$ cat src/sv/lrts_pkg.sv
// Shared types and constants for the longest-remaining-time scheduler.
`default_nettype none
package lrts_pkg;
  localparam int PROCS = 16;
  localparam int SW = $clog2(PROCS);
  localparam int CW = $clog2(PROCS + 1);
  localparam logic [23:0] TIME_MAX = 24'hFFFFFF;
  localparam logic CMD_LOAD = 1'b0;
  localparam logic CMD_TICK = 1'b1;

  typedef struct packed {
    logic load;
    logic scan_clr;
    logic scan_step;
    logic update;
    logic [SW-1:0] scan_idx;
  } lrts_cmd_t;

  typedef struct packed {
    logic all_fin;
  } lrts_sts_t;

  typedef struct packed {
    logic [23:0] slot_start;
    logic idle;
    logic [3:0] run_index;
    logic new_segment;
    logic first_run;
    logic [23:0] response_time;
    logic finishes;
    logic [23:0] completion_time;
    logic [23:0] turnaround;
    logic [23:0] waiting;
    logic all_done;
  } lrts_res_t;
endpackage
`default_nettype wire

$ cat src/sv/lrts_datapath.sv
// Slot tables, sequential max scan and tick update.
`default_nettype none
module lrts_datapath (
  input  wire logic                  clk,
  input  wire logic                  rst_n,
  input  wire lrts_pkg::lrts_cmd_t   cmd,
  output lrts_pkg::lrts_sts_t        sts,
  input  wire logic [3:0]            ld_slot,
  input  wire logic [15:0]           ld_arrival,
  input  wire logic [15:0]           ld_burst,
  input  wire logic [4:0]            proc_count,
  output lrts_pkg::lrts_res_t        res
);
  import lrts_pkg::*;

  logic [15:0] arr_r [PROCS];
  logic [15:0] bur_r [PROCS];
  logic [15:0] rem_r [PROCS];
  logic [PROCS-1:0] started_r, finished_r;
  logic [23:0] time_r;
  logic [CW-1:0] last_r;
  logic found_r;
  logic [SW-1:0] pick_r;
  logic [15:0] best_r;
  logic [PROCS-1:0] act;
  logic [4:0] n_eff;
  logic [23:0] end_t, tat;
  logic [15:0] bur_fix, rem_dec;
  logic [CW-1:0] runner;
  logic elig, fin_now;
  logic [PROCS-1:0] fin_after;
  lrts_res_t res_nxt;

  assign n_eff = (proc_count > 5'(PROCS)) ? 5'(PROCS) : proc_count;
  always_comb begin
    for (int i = 0; i < PROCS; i++) act[i] = (5'(i) < n_eff);
  end
  assign sts.all_fin = &(finished_r | ~act);
  assign bur_fix = (ld_burst == 16'd0) ? 16'd1 : ld_burst;
  assign elig = act[cmd.scan_idx] && ({8'd0, arr_r[cmd.scan_idx]} <= time_r)
                && !finished_r[cmd.scan_idx];
  assign end_t = (time_r < TIME_MAX) ? time_r + 24'd1 : TIME_MAX;
  assign rem_dec = (rem_r[pick_r] != 16'd0) ? rem_r[pick_r] - 16'd1 : 16'd0;
  assign fin_now = (rem_dec == 16'd0);
  assign tat = end_t - {8'd0, arr_r[pick_r]};
  assign runner = found_r ? {1'b0, pick_r} : CW'(PROCS);
  always_comb begin
    fin_after = finished_r;
    if (found_r && fin_now) fin_after[pick_r] = 1'b1;
  end

  always_comb begin
    res_nxt = '0;
    res_nxt.slot_start = time_r;
    if (sts.all_fin) begin
      res_nxt.idle = 1'b1;
      res_nxt.all_done = 1'b1;
    end else begin
      res_nxt.idle = !found_r;
      res_nxt.run_index = found_r ? 4'(pick_r) : 4'd0;
      res_nxt.new_segment = (runner != last_r);
      if (found_r && !started_r[pick_r]) begin
        res_nxt.first_run = 1'b1;
        res_nxt.response_time = time_r - {8'd0, arr_r[pick_r]};
      end
      if (found_r && fin_now) begin
        res_nxt.finishes = 1'b1;
        res_nxt.completion_time = end_t;
        res_nxt.turnaround = tat;
        res_nxt.waiting = (tat >= {8'd0, bur_r[pick_r]}) ?
                          tat - {8'd0, bur_r[pick_r]} : 24'd0;
      end
      res_nxt.all_done = &(fin_after | ~act);
    end
  end

  always_ff @(posedge clk) begin
    if (cmd.load) begin
      arr_r[ld_slot] <= ld_arrival;
      bur_r[ld_slot] <= bur_fix;
      rem_r[ld_slot] <= bur_fix;
    end else if (cmd.update && found_r) begin
      rem_r[pick_r] <= rem_dec;
    end
    if (cmd.scan_clr) begin
      found_r <= 1'b0;
      pick_r <= '0;
      best_r <= '0;
    end else if (cmd.scan_step && elig && (!found_r || rem_r[cmd.scan_idx] > best_r)) begin
      found_r <= 1'b1;
      pick_r <= cmd.scan_idx;
      best_r <= rem_r[cmd.scan_idx];
    end
    if (cmd.update) res <= res_nxt;
  end

  always_ff @(posedge clk) begin
    if (!rst_n) begin
      started_r <= '0;
      finished_r <= '0;
      time_r <= '0;
      last_r <= CW'(PROCS + 1);
    end else if (cmd.load) begin
      started_r[ld_slot] <= 1'b0;
      finished_r[ld_slot] <= 1'b0;
    end else if (cmd.update && !sts.all_fin) begin
      last_r <= runner;
      time_r <= end_t;
      finished_r <= fin_after;
      if (found_r) started_r[pick_r] <= 1'b1;
    end
  end
endmodule
`default_nettype wire

$ cat src/sv/lrts_ctrl.sv
// Controller: accepts items, sequences the slot scan and the result hand-off.
`default_nettype none
module lrts_ctrl (
  input  wire logic                 clk,
  input  wire logic                 rst_n,
  input  wire logic                 in_fire,
  input  wire logic                 in_cmd,
  output logic                      busy,
  output logic                      out_tvalid,
  input  wire logic                 out_tready,
  output lrts_pkg::lrts_cmd_t       cmd
);
  import lrts_pkg::*;

  localparam logic [1:0] S_IDLE = 2'd0, S_SCAN = 2'd1, S_UPD = 2'd2, S_OUT = 2'd3;
  logic [1:0] st_r, st_nxt;
  logic [SW-1:0] idx_r, idx_nxt;

  always_comb begin
    st_nxt = st_r;
    idx_nxt = idx_r;
    cmd = '0;
    cmd.scan_idx = idx_r;
    case (st_r)
      S_IDLE: begin
        if (in_fire && in_cmd == CMD_LOAD) cmd.load = 1'b1;
        if (in_fire && in_cmd == CMD_TICK) begin
          cmd.scan_clr = 1'b1;
          idx_nxt = '0;
          st_nxt = S_SCAN;
        end
      end
      S_SCAN: begin
        cmd.scan_step = 1'b1;
        idx_nxt = idx_r + 1'b1;
        if (idx_r == SW'(PROCS - 1)) st_nxt = S_UPD;
      end
      S_UPD: begin
        cmd.update = 1'b1;
        st_nxt = S_OUT;
      end
      S_OUT: if (out_tready) st_nxt = S_IDLE;
      default: st_nxt = S_IDLE;
    endcase
  end

  assign busy = (st_r != S_IDLE);
  assign out_tvalid = (st_r == S_OUT);

  always_ff @(posedge clk) begin
    if (!rst_n) begin
      st_r <= S_IDLE;
      idx_r <= '0;
    end else begin
      st_r <= st_nxt;
      idx_r <= idx_nxt;
    end
  end
endmodule
`default_nettype wire

$ cat src/sv/longest_remaining_time_scheduler.sv
// Top level of the longest-remaining-time-first scheduler.
//  channel | dir | transfer carries
//  in_     | in  | load (slot, arrival, burst) or tick
//  out_    | out | one result per tick
//  cfg_    | in  | proc_count write
// Load: writes one slot when accepted. Tick: accept, a scan of the 16 slots (one slot
// per cycle), an update, then an output state held until out_tready. in_tready is low while a
// tick is in work or its result waits. Reset clears marks, time and the count to 16.
`default_nettype none
module longest_remaining_time_scheduler (
  input  wire logic        clk,
  input  wire logic        rst_n,
  input  wire logic        in_tvalid,
  output logic             in_tready,
  input  wire logic [39:0] in_tdata,   // slot[3:0], arrival[19:4], burst[35:20], zero
  input  wire logic        in_tuser,   // cmd
  output logic             out_tvalid,
  input  wire logic        out_tready,
  output logic [135:0]     out_tdata,  // slot_start, idle, run_index, new_segment,
                                        // first_run, response_time, finishes,
                                        // completion_time, turnaround, waiting,
                                        // all_done, zero
  input  wire logic        cfg_we,
  input  wire logic [4:0]  cfg_wdata
);
  import lrts_pkg::*;

  lrts_cmd_t cmd;
  lrts_sts_t sts;
  lrts_res_t res;
  logic busy;
  logic [4:0] count_r;

  always_ff @(posedge clk) begin
    if (!rst_n) count_r <= 5'd16;
    else if (cfg_we) count_r <= cfg_wdata;
  end

  assign in_tready = !busy;

  lrts_ctrl u_ctrl (
    .clk, .rst_n,
    .in_fire(in_tvalid && in_tready),
    .in_cmd(in_tuser),
    .busy,
    .out_tvalid,
    .out_tready,
    .cmd
  );

  lrts_datapath u_dp (
    .clk, .rst_n, .cmd, .sts,
    .ld_slot(in_tdata[3:0]),
    .ld_arrival(in_tdata[19:4]),
    .ld_burst(in_tdata[35:20]),
    .proc_count(count_r),
    .res
  );

  assign out_tdata = {7'd0, res.all_done, res.waiting, res.turnaround,
                      res.completion_time, res.finishes, res.response_time,
                      res.first_run, res.new_segment, res.run_index, res.idle,
                      res.slot_start};
endmodule
`default_nettype wire
$ cat config.mk
export PLATFORM = sky130hd
export DESIGN_NAME = longest_remaining_time_scheduler
export DESIGN_NICKNAME = d
export VERILOG_FILES = /design/src/sv/lrts_pkg.sv /design/src/sv/lrts_datapath.sv /design/src/sv/lrts_ctrl.sv /design/src/sv/longest_remaining_time_scheduler.sv
export SDC_FILE = /design/constraint.sdc
export NUM_CORES = 1
export LEC_CHECK = 0
export BUFFER_PORTS_ARGS = -buffer_cell sky130_fd_sc_hd__buf_2
export CAP_MARGIN = 5
export CORE_ASPECT_RATIO = 0.8
export CORE_MARGIN = 3
export CORE_UTILIZATION = 35
export DETAILED_ROUTE_END_ITERATION = 8
export PLACE_DENSITY = 0.6
export SLEW_MARGIN = 5
export SYNTH_ARGS = -nofsm -noshare
export SYNTH_HDL_FRONTEND = slang
export SYNTH_SLANG_ARGS = --single-unit
$ cat constraint.sdc
create_clock -name clk -period 17.5 [get_ports clk]
set_input_delay 2.625 -clock clk [delete_from_list [all_inputs] [get_ports clk]]
set_output_delay 2.625 -clock clk [all_outputs]
set_load 0.05 [all_outputs]
==> run metrics <==
largest net degree at the start of global routing=between 90 and 100; Die ar.=137000 sq um; placed insts=4680; max incr delay on CP=0.83 ns; Post-synth EDFFs=~900; cell count after synthesis=2853; PortBufs=177; Via Count=27200; top-count cell post-synth=edfxtp_1; Clock Tree Root=clkbuf_16; TritonCTS clock tree=built; postcts setup bufs=0; Die H=approximately 330 um; vias per cell=5.58; pins over their slew limit=0; non-filler cells, final=4884; nets=3174; commonest cells in the netlist=edfxtp_1 (897), mux4_2 (384), nor2_1 (254); initial antenna violation count=18; RSZ-0062 raised after global routing=false; post-synthesis cell type count=86; CTS clk-pin slew, worst paths=0.06 ns; share of Yosys cell area claimed by the top area cell type=0.579; status=complete, no violations; Worst Hold Class=flop to flop; post-DR wirelength/cell=about 26 um; PD cells=~120 nW/um^2; cts hold-fix bufs=0; post-route ant nets=0; CP Max Fanout=96; Initial Utilization=0.353; crit share post-route=0.463; crit path time final=8.09 ns; Fin Setup TNS=0 ns; Final Hold Viols=0; worst hold margin=0.468 ns; Worst slew margin=0.190; vias in the first global route=about 26000; maxcap violations=0; Worst VDD drop=around 0.074 mV; grt ovf=0; Die W=between 400 and 500 um; clk sinks=998; ys flop type=edfxtp_1; worst endpoint data arrival time=8.47 ns; Core Area=132000 sq um; Routed WL=127000 um; 1st-pass router iterations=5; critical path required time=17.88 ns; Startpoint Class=flop; synthesized area=46600 sq um; layout cells sized above 1=0.279; final count of negative-setup-slack endpoints=0; Seq/Total Area, Yosys=0.622; Finished Cell Area=53300 sq um; Clk Latency, worst-skew pair=~0.69 ns; slowest cell on the critical path=dfxtp_4; Area contributors post-synth=edfxtp_1 (58%), mux4_2 (19%), dfxtp_1 (4.3%); CP top delay family=compound AO/OA/AOI/OAI gates; placed cell area=49600 sq um; Pleak=17.3 nW; worst setup path class=flop to flop; first-pass GRT wire length=183000 um; post-cts sizing count=0; #FFs+latches synth=998; Num CTS Buffers=106; top cell type by total area after synthesis=edfxtp_1; Async SR Flop Fraction=0; Tot Pwr=6.56 mW; worst setup margin=9.41 ns; # DRC=0; slew of the pin with the lowest slew margin=approximately 1.2 ns; clk_skew=0.0399 ns; Worst setup EP type=flop; Synth Warn #=0; CP Buf/Inv Count=1; routability cong.=around 0.89; area grow syn2layout=14.4%; clk buf depth=3; Post-Route Utilization=0.404; Row Count=roughly 120; Place WS=9.29 ns; GRT Total Usage=0.181; synthesized area per cell=16.3 sq um; H-tree Lvls=3; IO Pins=around 190; fmax=0.124 GHz; First DRT Iteration DRCs=3156; Post-DP HPWL=78200 um; CP Cell Sequence=buf_12, mux4_2, mux4_2, ha_1, fa_1, nor2b_1, o21ai_0, a21oi_1, or2_2, a21oi_1, xnor2_1, ha_1, nor2b_1, a21o_1, a31oi_1, a21boi_0, o311ai_0, o211ai_1, o21ai_1, or4_1, o21bai_2, nor3_1
## path summary, 6_finish.rpt
kind              slack (ns)  cells after the start                   startpoint                     endpoint
hold reg to reg         0.47                      2  u_dp.last_r[3]$_SDFFE_PN0P_  u_dp.last_r[3]$_SDFFE_PN0P_
hold / removal          0.47                      2  u_dp.last_r[3]$_SDFFE_PN0P_  u_dp.last_r[3]$_SDFFE_PN0P_
setup / recovery        9.41                     22                         flop   u_dp.res[14]$_SDFFCE_PP0P_
setup reg to reg        9.41                     22                         flop   u_dp.res[14]$_SDFFCE_PP0P_
## layer usage
layer | part of all wire | global-route usage | vias up
met4 | 0.018 | 0.0414 | 2
met2 | 0.47 | 0.287 | 1094
met3 | 0.082 | 0.0358 | 181
met1 | 0.43 | 0.257 | 14200
met5 | 0.000095 | 0 | -
li1 | - | - | 11800
## registers in the layout (all words and copies together), names as in the netlist, named ones only
name             count
u_dp.arr_r         256
u_dp.bur_r         256
u_dp.rem_r         256
u_dp.res           129
u_dp.time_r         24
u_dp.best_r         16
u_dp.finished_r     16
u_dp.started_r      16
count_r              5
u_dp.last_r          5
u_ctrl.idx_r         4
u_dp.pick_r          4
u_ctrl.st_r          2
u_dp.found_r         1
## cell families (layout without fill, tap and decap cells)
| kind of cell | Yosys count | count (layout) | synth area share |
|---|---|---|---|
| DFF | 998 | 998 | 0.622 |
| and+or+nand+nor | 622 | 622 | 0.0647 |
| muxes | 431 | 431 | 0.200 |
| AOI/OAI and AO/OA | 338 | 338 | 0.0472 |
| buffers and inverters | 292 | 558 | 0.0263 |
| adders and majority gates | 95 | 95 | 0.0257 |
| xor gates and xnor gates | 76 | 76 | 0.0143 |
| other | 1 | 12 | 0.0000805 |
## tightest hold or removal path: stages, from the launching register on
cell and delay [ns]:
dfxtp_1 0.32, nand2_1 0.05, a21oi_1 0.05
## cell type report
cell class                      instances  area (sq um)
Fill cell                           11800         78500
Timing Repair Buffer                  243          1390
Multi-Input combinational cell       1569         16600
Clock buffer                          126          2840
Tap cell                             1754          2190
Sequential cell                       998         29000
Inverter                              116           435
Antenna cell                            5          12.5
Clock inverter                         73           776
## layout by cell type, fill, tap and decap left out, drive strengths merged, types with 24 or more instances in the layout
cell and n:
clkbuf 126, nand3 32, buf 243, inv 121
ha 86, xor2 29, and2 24, nand2 104
mux4 395, a211oi 30, nor2b 27, clkinv 49
a22oi 28, edfxtp 897, a21oi 91, nor3 57
dfxtp 101, mux2i 35, nor2 258, o21ai 69
xnor2 47
## power by group
group | switching, mW | total, mW | internal, mW
combinational | 0.890 | 1.43 | 0.544
sequential | 0.0853 | 2.82 | 2.74
clock | 0.947 | 2.30 | 1.36
total | 1.92 | 6.56 | 4.64
(Power assumes the default switching activity.)
